[src/hdl/drf_pkg.sv]
// ----------------------------------------------------------------------------
// drf_pkg: shared definitions for the decimating record FIFO
// Request and status codes, register indexes, default sizes and the result
// bundle that travels from the control logic to the output stage.
// ----------------------------------------------------------------------------
package drf_pkg;

  // Default sizes for the top-level parameters.
  localparam int DEPTH_DEFAULT        = 256;
  localparam int RECORD_WIDTH_DEFAULT = 64;

  // Fixed field widths of the channels.
  localparam int PORT_RECORD_W = 64;
  localparam int PENDING_W     = 9;
  localparam int TOTAL_W       = 32;
  localparam int DIV_W         = 16;
  localparam int CAP_FIELD_W   = 9;

  // Configuration port widths.
  localparam int APB_DATA_W = 32;
  localparam int APB_ADDR_W = 3;

  // Request codes carried by req_type.
  localparam logic [1:0] REQ_CAPTURE = 2'd0;
  localparam logic [1:0] REQ_POP     = 2'd1;
  localparam logic [1:0] REQ_CLEAR   = 2'd2;

  // Register indexes, taken from byte address bit 2.
  localparam logic REG_DIVIDER  = 1'b0;
  localparam logic REG_CAPACITY = 1'b1;

  // Result status codes.
  typedef enum logic [1:0] {
    ST_OK      = 2'd0,
    ST_SKIPPED = 2'd1,
    ST_FULL    = 2'd2,
    ST_EMPTY   = 2'd3
  } status_t;

  // Result fields other than the record word, as registered by the control logic.
  typedef struct packed {
    status_t              status;
    logic                 record_valid;
    logic [PENDING_W-1:0] pending_count;
    logic [TOTAL_W-1:0]   lost_count;
    logic [TOTAL_W-1:0]   stored_count;
  } res_info_t;

endpackage

[src/hdl/drf_cfg_regs.sv]
// ----------------------------------------------------------------------------
// drf_cfg_regs: configuration registers
// APB-style register file holding the capture divider and the capacity in use.
// ----------------------------------------------------------------------------
module drf_cfg_regs #(
  parameter int DEPTH = drf_pkg::DEPTH_DEFAULT
) (
  input  logic                            clk,
  input  logic                            rst,
  input  logic                            psel,
  input  logic                            penable,
  input  logic                            pwrite,
  input  logic [drf_pkg::APB_ADDR_W-1:0]  paddr,
  input  logic [drf_pkg::APB_DATA_W-1:0]  pwdata,
  output logic [drf_pkg::APB_DATA_W-1:0]  prdata,
  output logic                            pready,
  output logic [drf_pkg::DIV_W-1:0]       divider,
  output logic [((($clog2(DEPTH+1)) > drf_pkg::CAP_FIELD_W) ?
                 $clog2(DEPTH+1) : drf_pkg::CAP_FIELD_W)-1:0] capacity
);

  localparam int CNT_W = ($clog2(DEPTH+1) > drf_pkg::CAP_FIELD_W) ?
                         $clog2(DEPTH+1) : drf_pkg::CAP_FIELD_W;

  logic wr_en;

  // The port never inserts wait states.
  assign pready = 1'b1;
  assign wr_en  = psel && penable && pwrite;

  // Register writes in the access phase.
  always_ff @(posedge clk) begin
    if (rst) begin
      divider  <= drf_pkg::DIV_W'(1);
      capacity <= CNT_W'(DEPTH);
    end else if (wr_en) begin
      unique case (paddr[2])
        drf_pkg::REG_DIVIDER: begin
          divider <= pwdata[drf_pkg::DIV_W-1:0];
        end
        drf_pkg::REG_CAPACITY: begin
          capacity <= CNT_W'(pwdata[drf_pkg::CAP_FIELD_W-1:0]);
        end
        default: begin
        end
      endcase
    end
  end

  // Read back the addressed register.
  always_comb begin
    unique case (paddr[2])
      drf_pkg::REG_DIVIDER:  prdata = drf_pkg::APB_DATA_W'(divider);
      drf_pkg::REG_CAPACITY: prdata = drf_pkg::APB_DATA_W'(capacity);
      default:               prdata = '0;
    endcase
  end

endmodule

[config.mk]
export PLATFORM = sky130hd
export DESIGN_NAME = drf_cfg_regs
export DESIGN_NICKNAME = d
export VERILOG_FILES = /design/src/hdl/drf_pkg.sv /design/src/hdl/drf_cfg_regs.sv
export SDC_FILE = /design/constraint.sdc
export NUM_CORES = 1
export LEC_CHECK = 0
export BUFFER_PORTS_ARGS = -buffer_cell sky130_fd_sc_hd__buf_2
export CORE_MARGIN = 2
export CORE_UTILIZATION = 30
export CTS_CLUSTER_SIZE = 25
export DETAILED_ROUTE_END_ITERATION = 10
export GPL_TIMING_DRIVEN = 0
export PLACE_DENSITY_LB_ADDON = 0.05
export SLEW_MARGIN = 20
export SYNTH_ARGS = -nofsm -noshare
export SYNTH_HDL_FRONTEND = slang
export SYNTH_SLANG_ARGS = --single-unit
[constraint.sdc]
create_clock -name clk -period 1.1 [get_ports clk]
set_clock_uncertainty 0.05 [all_clocks]
set_input_delay 0.165 -clock clk [delete_from_list [all_inputs] [get_ports clk]]
set_output_delay 0.165 -clock clk [all_outputs]
set_load 0.03 [all_outputs]
* Yosys cells after proc, flatten, opt, wreduce, memory -nomap -nowiden
Index checks and enable logic that the tools add are counted.
** Storage, ports and cells
- Bits in registers :: 25
- Word-level logic and storage cells :: 8
- Input port bits :: 40
- Output and inout port bits :: 58
** Cells by class
- Mux-type cells :: 1
- Bitwise operators :: 1
- Reductions and logical operators :: 4
** Operators with widths (number)
- 32-bit one-hot mux with 2 select lines :: 1
- 2-bit AND reduction :: 2
- 1-bit logical AND :: 2
- 1-bit inverter :: 1

* Logic depth before layout (Yosys ltp)
- Depth in word-level cells :: 3
- Gate-level depth with buffers :: 5
- Gate-level depth less buffers :: 2

* Least setup slack after synthesis
OpenSTA, ideal clock, no wires.
- Kind :: register to output
- From :: register divider[10] in the netlist's numbering
- To :: output port prdata[10] in the netlist's numbering
- Data arrival time :: 1011 ps
- Stages on the path, launching flop included :: 2
- Data required time :: 885 ps
- Buffers on the path :: 0
- Path slack :: -126 ps
- Cells stage by stage :: dfxtp_1 nor2b_1
** On the way
- Cells in the longest elaborated chain, start to end :: 1
** Ends and longest elaborated chain
- start: declaration :: RTL line drf_cfg_regs.sv:17 : output logic [drf_pkg::DIV_W-1:0] divider,
- start signal: assignment :: RTL line drf_cfg_regs.sv:34 : divider <= drf_pkg::DIV_W'(1);
- start signal: assignment :: RTL line drf_cfg_regs.sv:39 : divider <= pwdata[drf_pkg::DIV_W-1:0];
- 32-bit one-hot mux with 2 select lines :: RTL line drf_cfg_regs.sv:52 : unique case (paddr[2])
- end: declaration :: RTL line drf_cfg_regs.sv:15 : output logic [drf_pkg::APB_DATA_W-1:0] prdata,
Every way passes these cells. The select of a mux whose other input is x is not followed.

* Worst setup path after layout
- From :: register divider[1] in the netlist's numbering
- To :: output port prdata[1] in the netlist's numbering
Same word-level chain as after synthesis.

==> impl_metrics.py <==
metrics = {
    "timing": {
        "finalHoldViolations": 0,
        "finalCritPeriodShare_pct": 112.3,
        "fin_ws_ns": -0.1349,
        "setup_viol": 14,
        "finalMaxSlewViolations": 0,
        "timing.fmax_ghz": 0.8098,
        "post-route-min-period_ns": 1.235,
        "rsz0062_at_grt": "yes",
        "tns_ns": -1.185,
    },
    "logic_synthesis": {
        "synthTopCellsByArea": "dfxtp_1, mux2i_1, nand2b_1",
        "synth_largest_area_cell": "dfxtp_1",
        "avgSynthCellArea_sq_um": 9.956,
        "yosys_warnings": 0,
        "syn_inst": 139,
        "ys_seq_elements": 25,
        "ys_types": 15,
        "synth_area_sq_um": 1384,
        "yosysSeqAreaShare_pct": 36.17,
        "synth_top_area_share_pct": 36.17,
    },
    "clock_network": {
        "root_buffer": "clkbuf_8",
        "clockBufferDepth": 2,
        "htreeDepth": 1,
        "clk_pin_slew_ns": 0.09,
        "cts_tree": "yes",
        "cts_buffers": 3,
        "insertion_delay_ns": 0.27,
        "postCtsHoldBufs": 0,
        "cts_sinks": 25,
    },
    "worst_hold_path": {
        "worstHoldEndpoint": "divider[10]",
        "hold_start": "pwdata[10]",
        "holdCritPathClass": "input port to flip-flop",
        "hold_depth": 3,
    },
    "worst_setup_path": {
        "path_delay_family": "flip-flops",
        "crit_required_ns": 0.88,
        "crit_buf_inv": 1,
        "end_kind": "output pin",
        "crit_type": "flip-flop to output pin",
        "cp_slowest_cell": "dfxtp_2",
        "cp.arrival_ns": 1.02,
        "r2r-end": "divider[14]",
        "cpPeakStageDelay_ns": 0.34,
        "r2r_cells": 4,
        "path_cells": "mux2_4 > buf_6",
        "worstPathMaxFanout": 2,
        "r2r_setup_slack_ns": 0.27,
        "start_kind": "flip-flop",
        "r2r-start": "divider[14]",
    },
    "finish": {
        "n_antenna_cell": 0,
        "layout_commonest_cell": "buf_6",
        "utilization_pct": 53.71,
        "stdcell_count": 293,
        "layout_common_cells": "buf_6, nand2b_1, buf_2",
        "area_delta_synth_final_pct": 70.16,
        "final_nets": 282,
        "final_cell_area_sq_um": 2355,
        "drive_above_1_share_pct": 62.24,
    },
    "detailed_routing": {
        "drt-initial-drc-count": 42,
        "vias_per_cell": 4.317,
        "post_drt_wl_per_cell_microns": 13.47,
        "route.detailed.drc": 0,
        "antenna_left": 0,
        "routed_wl_microns": 3946,
        "vias": 1265,
        "first_pass_iters": 4,
    },
    "global_route": {
        "track_usage_pct": 14.98,
        "grt_pass1_wl_microns": 5975,
        "overflow": 0,
        "grt_pass1_vias": 1285,
        "grt_antenna_before_repair": 0,
        "grt_start_max_net_pins": 15,
    },
    "floorplanning": {
        "design.core.area_sq_um": 4384,
        "dieHeight_microns": 71.92,
        "die_w_microns": 71.92,
        "rows": 24,
        "dieArea_sq_um": 5172,
        "ios": 98,
        "start_util_pct": 31.56,
    },
    "placement": {
        "dpl_cell_area_sq_um": 1831,
        "hpwl_microns": 2683,
        "gp_congestion": 0.7063,
        "place_inst": 267,
        "port-buffer-count": 61,
    },
    "pwr": {
        "p_leak_nw": 1.141,
        "peakVddDrop_mv": 0.6377,
        "p_per_area_nw_per_um2": 854.1,
    },
    "run_status": {
        "status": "complete, but fails checks",
        "failed_checks": "setup timing",
    },
    "flow_run": {
        "maxCapViolCount": 0,
    },
}
report_power, final:
group	leakage, nW	internal (mW)	switching, mW	total [mW]
registers	0.213	0.928	0.0137	0.941
logic	0.903	0.231	0.275	0.505
clock network	0.0255	0.254	0.310	0.564
total	1.14	1.41	0.599	2.01
per-stage QoR:
step / setup WS [ns] / hold slack (ns) / total power [mW]
3_5_place_dp: -0.1737 / 0.3882 / 1.382
4_1_cts: -0.1415 / 0.07805 / 2.025
2_1_floorplan: 0.0002861 / 0.2703 / 1.276
3_3_place_gp: -0.1876 / 0.3804 / 1.376
6_report: -0.1349 / 0.08203 / 2.011
5_1_grt: -0.1581 / 0.08753 / 2.113
Yosys cell counts (all sizes together):
| cell | number |
|---|---|
| nor2b | 7 |
| nand4 | 1 |
| mux2i | 25 |
| dfxtp | 25 |
| buf | 21 |
| nor2 | 4 |
| mux2 | 9 |
| and4 | 1 |
| clkbuf | 4 |
| and4b | 1 |
| nand2b | 39 |
| conb | 2 |
worst reg2reg max path, stage by stage (launching register included):
cell	delay, ns
dfxtp_2	0.33
buf_4	0.12
buf_4	0.12
nand2b_1	0.06
mux2i_1	0.06
timing repair:
item | 4_1_cts | 5_1_grt
endpoints found under the setup margin | 16 | 32
gates resized for setup | 95 | 15
buffers inserted | 20 | 2
sequential cells by signal, summed over array words and instances (netlist names):
name      flops
capacity      9
divider      16
per-layer routing:
| layer | vias up | part of all wire [%] | wire length, microns | global-route usage [%] |
|---|---|---|---|---|
| met5 | - | 0 | 0 | 0 |
| met4 | 0 | 0.99 | 39 | 4.403 |
| met3 | 5 | 7.0 | 278 | 3.333 |
| met2 | 46 | 53 | 2096 | 28.70 |
| met1 | 595 | 39 | 1532 | 16.34 |
| li1 | 619 | - | - | - |
worst max path at each step:
stage / start / slack, ns / end / depth (start not counted)
after floorplan: divider[10] / 0.0003 / prdata[10] / 1
after global placement: paddr[2] / -0.19 / prdata[8] / 4
after detailed placement: paddr[2] / -0.17 / prdata[8] / 4
after CTS: capacity[8] / -0.14 / prdata[8] / 2
after global routing: capacity[8] / -0.16 / prdata[8] / 2
final: divider[1] / -0.13 / prdata[1] / 2
cells by family after synthesis:
logic type / share of synthesized area (%)
flops: 36.17
mux: 25.41
other cells: 0.5427
buf+inv: 13.74
simple gates: 24.14
cell type report:
class                      instances  area [sq um]
buffer                            25         196.4
clock buffer                       3         41.29
clock inverter                     1         5.005
fill                             413          2029
multi-input combinational        104         799.5
sequential                        25         531.8
tap                               52         65.06
timing repair buffer              83         715.7
Power figures use the tool's default switching activity.
