$ cat config.mk
export PLATFORM = sky130hd
export DESIGN_NAME = drf_ctrl
export DESIGN_NICKNAME = d
export VERILOG_FILES = /design/src/hdl/drf_pkg.sv /design/src/hdl/drf_ctrl.sv
export SDC_FILE = /design/constraint.sdc
export NUM_CORES = 1
export LEC_CHECK = 0
export BUFFER_PORTS_ARGS = -buffer_cell sky130_fd_sc_hd__buf_2
export CAP_MARGIN = 25
export CORE_AREA = 8 8 161 163
export DETAILED_ROUTE_END_ITERATION = 6
export DIE_AREA = 0 0 169 171
export SLEW_MARGIN = 40
export SYNTH_ARGS = -nofsm -noshare
export SYNTH_HDL_FRONTEND = slang
export SYNTH_SLANG_ARGS = --single-unit
$ cat constraint.sdc
create_clock -name clk -period 6.22 [get_ports clk]
set_input_delay 0.933 -clock clk [delete_from_list [all_inputs] [get_ports clk]]
set_output_delay 0.933 -clock clk [all_outputs]
set_load 0.05 [all_outputs]
$ cat src/hdl/drf_pkg.sv
// ----------------------------------------------------------------------------
// drf_pkg: shared definitions for the decimating record FIFO
// Request and status codes, register indexes, default sizes and the result
// bundle that travels from the control logic to the output stage.
// ----------------------------------------------------------------------------
package drf_pkg;

  // Default sizes for the top-level parameters.
  localparam int DEPTH_DEFAULT        = 256;
  localparam int RECORD_WIDTH_DEFAULT = 64;

  // Fixed field widths of the channels.
  localparam int PORT_RECORD_W = 64;
  localparam int PENDING_W     = 9;
  localparam int TOTAL_W       = 32;
  localparam int DIV_W         = 16;
  localparam int CAP_FIELD_W   = 9;

  // Configuration port widths.
  localparam int APB_DATA_W = 32;
  localparam int APB_ADDR_W = 3;

  // Request codes carried by req_type.
  localparam logic [1:0] REQ_CAPTURE = 2'd0;
  localparam logic [1:0] REQ_POP     = 2'd1;
  localparam logic [1:0] REQ_CLEAR   = 2'd2;

  // Register indexes, taken from byte address bit 2.
  localparam logic REG_DIVIDER  = 1'b0;
  localparam logic REG_CAPACITY = 1'b1;

  // Result status codes.
  typedef enum logic [1:0] {
    ST_OK      = 2'd0,
    ST_SKIPPED = 2'd1,
    ST_FULL    = 2'd2,
    ST_EMPTY   = 2'd3
  } status_t;

  // Result fields other than the record word, as registered by the control logic.
  typedef struct packed {
    status_t              status;
    logic                 record_valid;
    logic [PENDING_W-1:0] pending_count;
    logic [TOTAL_W-1:0]   lost_count;
    logic [TOTAL_W-1:0]   stored_count;
  } res_info_t;

endpackage

$ cat src/hdl/drf_ctrl.sv
// ----------------------------------------------------------------------------
// drf_ctrl: pointer and counter control
// Decodes each accepted request, updates pointers, fill level, divider phase
// and totals, drives the store ports and registers the result fields.
// ----------------------------------------------------------------------------
module drf_ctrl #(
  parameter int DEPTH = drf_pkg::DEPTH_DEFAULT
) (
  input  logic                            clk,
  input  logic                            rst,
  input  logic                            accept,
  input  logic [1:0]                      req_type,
  input  logic [drf_pkg::DIV_W-1:0]       divider,
  input  logic [((($clog2(DEPTH+1)) > drf_pkg::CAP_FIELD_W) ?
                 $clog2(DEPTH+1) : drf_pkg::CAP_FIELD_W)-1:0] capacity,
  output logic                            we,
  output logic [$clog2(DEPTH)-1:0]        waddr,
  output logic                            re,
  output logic [$clog2(DEPTH)-1:0]        raddr,
  output drf_pkg::res_info_t              info
);

  localparam int PTR_W = $clog2(DEPTH);
  localparam int CNT_W = ($clog2(DEPTH+1) > drf_pkg::CAP_FIELD_W) ?
                         $clog2(DEPTH+1) : drf_pkg::CAP_FIELD_W;
  localparam int CMP_W = (PTR_W + 1 > CNT_W) ? PTR_W + 1 : CNT_W;

  logic [PTR_W-1:0]            write_pointer, write_pointer_next;
  logic [PTR_W-1:0]            read_pointer, read_pointer_next;
  logic [CNT_W-1:0]            fill_level, fill_level_next;
  logic [drf_pkg::DIV_W-1:0]   divider_phase, divider_phase_next;
  logic [drf_pkg::TOTAL_W-1:0] stored_total, stored_total_next;
  logic [drf_pkg::TOTAL_W-1:0] lost_total, lost_total_next;

  logic [CNT_W-1:0]            cap_eff;
  logic [drf_pkg::DIV_W-1:0]   phase_inc;
  logic [CMP_W-1:0]            wp_inc, rp_inc;
  logic [PTR_W-1:0]            wp_adv, rp_adv;
  drf_pkg::status_t            status;
  logic                        rec_valid;

  // Clamp the capacity to the range the store supports.
  always_comb begin
    if (capacity == '0) begin
      cap_eff = CNT_W'(1);
    end else if (capacity > CNT_W'(DEPTH)) begin
      cap_eff = CNT_W'(DEPTH);
    end else begin
      cap_eff = capacity;
    end
  end

  // Pointer advance with wrap at the capacity in use.
  always_comb begin
    wp_inc    = CMP_W'(write_pointer) + CMP_W'(1);
    rp_inc    = CMP_W'(read_pointer) + CMP_W'(1);
    wp_adv    = (wp_inc >= CMP_W'(cap_eff)) ? '0 : wp_inc[PTR_W-1:0];
    rp_adv    = (rp_inc >= CMP_W'(cap_eff)) ? '0 : rp_inc[PTR_W-1:0];
    phase_inc = divider_phase + 1'b1;
  end

  // Request decode and next state.
  always_comb begin
    write_pointer_next = write_pointer;
    read_pointer_next  = read_pointer;
    fill_level_next    = fill_level;
    divider_phase_next = divider_phase;
    stored_total_next  = stored_total;
    lost_total_next    = lost_total;
    status             = drf_pkg::ST_OK;
    rec_valid          = 1'b0;
    we                 = 1'b0;
    re                 = 1'b0;
    if (accept) begin
      unique case (req_type)
        drf_pkg::REQ_CAPTURE: begin
          divider_phase_next = phase_inc;
          if (phase_inc < divider) begin
            status = drf_pkg::ST_SKIPPED;
          end else begin
            divider_phase_next = '0;
            if (fill_level >= cap_eff) begin
              status = drf_pkg::ST_FULL;
              lost_total_next = (lost_total != '1) ? lost_total + 1'b1 : lost_total;
            end else begin
              we                 = 1'b1;
              write_pointer_next = wp_adv;
              fill_level_next    = fill_level + 1'b1;
              stored_total_next  = (stored_total != '1) ? stored_total + 1'b1 : stored_total;
            end
          end
        end
        drf_pkg::REQ_POP: begin
          if (fill_level == '0) begin
            status = drf_pkg::ST_EMPTY;
          end else begin
            re                = 1'b1;
            rec_valid         = 1'b1;
            read_pointer_next = rp_adv;
            fill_level_next   = fill_level - 1'b1;
          end
        end
        drf_pkg::REQ_CLEAR: begin
          write_pointer_next = '0;
          read_pointer_next  = '0;
          fill_level_next    = '0;
          divider_phase_next = '0;
          stored_total_next  = '0;
          lost_total_next    = '0;
        end
        default: begin
          // Unused request type leaves everything as it is.
        end
      endcase
    end
  end

  assign waddr = write_pointer;
  assign raddr = read_pointer;

  // State registers.
  always_ff @(posedge clk) begin
    if (rst) begin
      write_pointer <= '0;
      read_pointer  <= '0;
      fill_level    <= '0;
      divider_phase <= '0;
      stored_total  <= '0;
      lost_total    <= '0;
    end else begin
      write_pointer <= write_pointer_next;
      read_pointer  <= read_pointer_next;
      fill_level    <= fill_level_next;
      divider_phase <= divider_phase_next;
      stored_total  <= stored_total_next;
      lost_total    <= lost_total_next;
    end
  end

  // Result fields, captured with each accepted request.
  always_ff @(posedge clk) begin
    if (accept) begin
      info.status         <= status;
      info.record_valid   <= rec_valid;
      info.pending_count  <= fill_level_next[drf_pkg::PENDING_W-1:0];
      info.lost_count     <= lost_total_next;
      info.stored_count   <= stored_total_next;
    end
  end

endmodule

### Word level (Yosys, flattened, before mapping)

Cells that the tools add are included.

* logic and storage cells: 75
* flip-flop bits (word level): 181
* output and inout port bits: 94
* bits of input ports: 30

* $add $sub $neg: 7
* multiplexer cells: 37
* reductions and logical operators: 8
* $lt $le $gt $ge: 5
* equal/unequal tests: 7

Operator list (count)
* 2-to-1 mux 32 bit: 8
* one-hot mux 32 bit (2 select lines): 2
* adder 32 x 1 -> 32 bit (second input constant): 2
* != test 32 bit (second input constant): 2
* 2-to-1 mux 9 bit: 6
* 2-to-1 mux 8 bit: 5
* one-hot mux 16 bit (2 select lines): 1
* one-hot mux 8 bit (2 select lines): 2
* >= comparator 9 bit: 3
* one-hot mux 9 bit (3 select lines): 1
* adder 8 x 1 -> 9 bit (second input constant): 2
* zero test 9 bit: 2
* adder 16 x 1 -> 16 bit (second input constant): 1
* < comparator 16 bit: 1
* 2-to-1 mux 16 bit: 1
* adder 9 x 1 -> 9 bit (second input constant): 1
* greater-than comparator 9 bit (second input constant): 1
* subtractor 9 x 1 -> 9 bit (second input constant): 1
* 2-to-1 mux 1 bit: 7
* 2-to-1 mux 2 bit: 3
* != test 2 bit (second input constant): 3
* one-hot mux 2 bit (2 select lines): 1
* AND reduction 4 bit: 1
* nonzero test 2 bit: 2
* other kinds (5): 5

### Depth between registers and ports, before layout

* depth after elaboration: 8
* gate-level depth with buffers: 15
* mapped depth without buffers: 14

### Worst setup path after synthesis

Ideal clock, no wire load.

* kind: register to output
* start: reg divider_phase[0] in the netlist's numbering
* end: out we
* path buffers: 2
* arrival: 3761 ps
* stages on the path, launching flop included: 14
* slack: 1526 ps
* required time: 5287 ps
* cell sequence: dfxtp_1 nand3_1 nor4_1 and3_1 clkbuf_1 nand3_1 xnor2_1 ha_1 and4_1 nand2_1 a221oi_1 o21ai_1 clkbuf_1 nor2_1

* longest elaborated chain between the ends: 5

RTL lines
* start: declaration: line drf_ctrl.sv:31 `logic [drf_pkg::DIV_W-1:0] divider_phase, divider_phase_next;`
* start signal: assignment: line drf_ctrl.sv:134 `divider_phase <= divider_phase_next;`
* adder 16 x 1 -> 16 bit: line drf_ctrl.sv:59 `phase_inc = divider_phase + 1'b1;`
* < comparator 16 bit: line drf_ctrl.sv:78 `if (phase_inc < divider) begin`
* 2-to-1 mux 1 bit: line drf_ctrl.sv:78
* 2-to-1 mux 1 bit: line drf_ctrl.sv:75 `unique case (req_type)`
* 2-to-1 mux 1 bit: line drf_ctrl.sv:74 `if (accept) begin`
* end: declaration: line drf_ctrl.sv:16 `output logic we,`

Every way passes these cells.

### Final worst setup path

Ends and elaborated chain as after synthesis.

==> metrics.md <==
| Metric | Value |
|---|---|
| Max-cap viol count | `0` |
| Rows | `56` |
| Mean post-synth cell area | `9.17 um2` |
| Run status | `completed` |
| CTS clk-pin slew, worst paths | `0.07 ns` |
| Clk sinks | `181` |
| RSZ-0062 raised after global routing | `false` |
| Internal power | `1.89 mW` |
| Asr flop ratio synth | `0%` |
| Startpoint class of the critical path | `flip-flop` |
| Count of final setup violators | `0` |
| Synth Register Bits | `181` |
| Post-synthesis compound-gate area fraction | `12.8%` |
| Yosys cell types | `66` |
| Post-Synth Adder-Cell Area | `6.53%` |
| Starting Density | `40.4%` |
| Vias per cell | `5.37` |
| Critical path arrival | `4.24 ns` |
| Pin count of the biggest net entering global routing | `68` |
| CP peak stage delay | `0.59 ns` |
| Commonest non-fill, non-tap cell in the layout | `nor2_1` |
| DRC viols | `0` |
| Net Switching | `0.795 mW` |
| Sequential Power Share | `48.1%` |
| Hold_buf cts | `0` |
| Static leakage | `4.38 nW` |
| CTS max path bufs | `2` |
| Die H | `171 um` |
| Chip width | `169 um` |
| Core area | `23300 um2` |
| IO Port Bufs | `123` |
| DRT antenna net count | `0` |
| Sw frac | `29.6%` |
| CTS buffer count | `17` |
| Post-synth EDFFs | `76` |
| Diode count | `0` |
| GRT Total Usage | `16.9%` |
| DR WL met2 | `10.8 mm` |
| Mapped Area | `9390 um2` |
| Insertion delay to the later sink of the worst-skew pair | `0.44 ns` |
| Simple-gate share of the synthesized area | `23.9%` |
| CP Capture Type | `output port` |
| Area grow syn2layout | `16.7%` |
| Critical-path maximum fanout | `17` |
| Final hold vios | `0` |
| Post-DR wirelength/cell | `16.5 um` |
| Pwr Density | `245 nW/um2` |
| Multiplexer share of the synthesized area | `0.586%` |
| Final worst slack | `1.05 ns` |
| Grt total ovfl | `0` |
| Gpl congestion | `0.850` |
| Clock share of power | `39.6%` |
| CP Class | `flip-flop to output port` |
| Crit-path most repeated cell | `nand3_1` |
| Worst-path cell chain | `nand3_1 > nor4_1 > and3_1 > nand3_1 > xnor2_1 > ha_1 > and4_1 > nand2_1 > a221oi_1 > o21ai_1 > buf_4 > nor2_1 > buf_2` |
| Yosys warns | `0` |
| Num ports | `124` |
| H-tree depth | `4` |
| Fin crit share | `83.1%` |
| Main combinational cell family by area after synthesis | `simple AND/OR/NAND/NOR gates` |
| Max-slew violations | `0` |
| Routed met3 length | `1.48 mm` |
| DIE AREA | `28900 um2` |
| Final wirelength | `24.2 mm` |
| Most frequent cells in the layout | `156 x nor2_1, 123 x buf_2, 105 x dfxtp_1` |
| Overall power | `2.69 mW` |
| Worst-margin pin slew | `0.805 ns` |
| CTS tree | `built` |
| Fin nets | `1217` |
| Crit-path slowest cell | `nor4_1` |
| Peak supply drop | `0.169 mV` |
| Setup repair bufs after CTS | `0` |
| Peak Freq | `193 MHz` |
| Synth Area in XOR/XNOR | `6.44%` |
| Highest Signal Layer | `met4` |
| Dpl hpwl | `17.5 mm` |
| HP Class | `flip-flop to flip-flop` |
| Drt pass-1 iters | `7` |
| First-pass GRT wire length | `39.4 mm` |
| Layout cell share with drive strength beyond 1 | `16.6%` |
| Synth Flop Type | `dfxtp_1` |
| Met1 WL | `11.6 mm` |
| Initial antenna violation count | `0` |
| Slew margin rel. | `46.3%` |
| Synthesized Nets | `1103` |
| Post-cts resize count | `0` |
| Setup TNS | `0 ns` |
| CTS root buffer | `clkbuf_16` |
| Req. time, crit path | `5.29 ns` |
| Final Skew | `0.0156 ns` |
| Combinational share of power | `12.3%` |
| Pre-CTS setup slack | `1.58 ns` |
| Final Critical Period | `5.17 ns` |
| Cells after synthesis | `1024` |
| Register area share after synthesis | `46.7%` |
| DRT iter0 DRCs | `516` |
| Via count | `7897` |
| Number of global-route vias before repair | `7646` |
synthesized netlist by cell type (all sizes together) (4+ instances only):
library cell	instances	share of area (%)
ha	49	6.5
a21o	9	0.72
a22oi	10	0.85
inv	32	1.3
nor4b	6	0.56
nor3	33	1.8
o211ai	6	0.48
nand4	25	1.7
a31oi	4	0.27
nor2	157	6.3
and2	8	0.53
nand3	40	2.1
o21ai	47	2.5
edfxtp	76	24
xnor2	42	3.9
nor4	16	1.1
and4	11	1.0
nand2b	6	0.40
nor2b	4	0.27
xor2	27	2.5
and3	22	1.5
or4	17	1.4
clkbuf	35	1.4
nand2	92	3.7
a21oi	66	3.5
or3	16	1.1
a31o	5	0.47
mux2i	4	0.43
dfxtp	105	22
buf	4	0.28
o31ai	8	0.64
final timing paths:
check                           depth (start not counted)  slack [ns]        startpoint  endpoint
worst max register to register                         13        1.67  divider_phase[0]  info[23]
worst max-delay path                                   13        1.05  divider_phase[0]        we
worst min register to register                          2        0.50          waddr[7]  waddr[7]
worst min-delay path                                    2        0.50          waddr[7]  waddr[7]
worst max-delay path, delay by kind of cell, from the launching register on:
kind / cells / cell delay (ns)
AOI/OAI and AO/OA: 2 / 0.59
and+or+nand+nor: 7 / 1.77
adders and majority gates: 1 / 0.33
xor gates and xnor gates: 1 / 0.16
buffers and inverters: 2 / 0.53
DFF: 1 / 0.41
through the flow:
stage	cell area [um2]	utilization (%)	hold WS, ns	cells
3_5_place_dp	10400	44.5	0.492	1437
5_1_grt	11000	47.1	0.533	1470
6_report	11000	47.1	0.501	1470
2_1_floorplan	9390	-	0.471	1024
3_3_place_gp	10300	44.4	0.485	1437
4_1_cts	10900	47.0	0.505	1469
per-layer routing:
| metal | up-vias | track usage [%] |
|---|---|---|
| li1 | 3949 | - |
| met3 | 21 | 3.41 |
| met5 | - | 0 |
| met1 | 3695 | 23.2 |
| met2 | 232 | 26.8 |
| met4 | 0 | 4.50 |
power groups by stage:
stage / clock, mW / sequential, mW / combinational (mW)
6_report: 1.06 / 1.29 / 0.330
5_1_grt: 1.14 / 1.30 / 0.357
4_1_cts: 1.09 / 1.29 / 0.331
3_5_place_dp: 0 / 1.32 / 0.330
3_3_place_gp: 0 / 1.32 / 0.328
2_1_floorplan: 0 / 1.42 / 0.135
state kept, by name, summed over array words and instances, names as in the netlist:
register and cells:
info 76, lost_total 32, stored_total 32, divider_phase 16
fill_level 9, raddr 8, waddr 8
cell families (layout without fill, tap and decap cells):
family	after synthesis	count (layout)
and+or+nand+nor	459	459
AOI/OAI and AO/OA	187	187
DFF	181	181
buffers and inverters	74	201
xor gates and xnor gates	69	69
adders and majority gates	49	49
muxes	5	5
layout make-up:
| class | count | area [um2] |
|---|---|---|
| clock buffer | 17 | 425 |
| clock inverter | 15 | 165 |
| fill | 2324 | 12300 |
| inverter | 35 | 131 |
| multi-input combinational | 769 | 4750 |
| sequential | 181 | 4380 |
| tap | 319 | 399 |
| timing repair buffer | 134 | 702 |
Note: power is estimated with default switching activity, not from simulation.
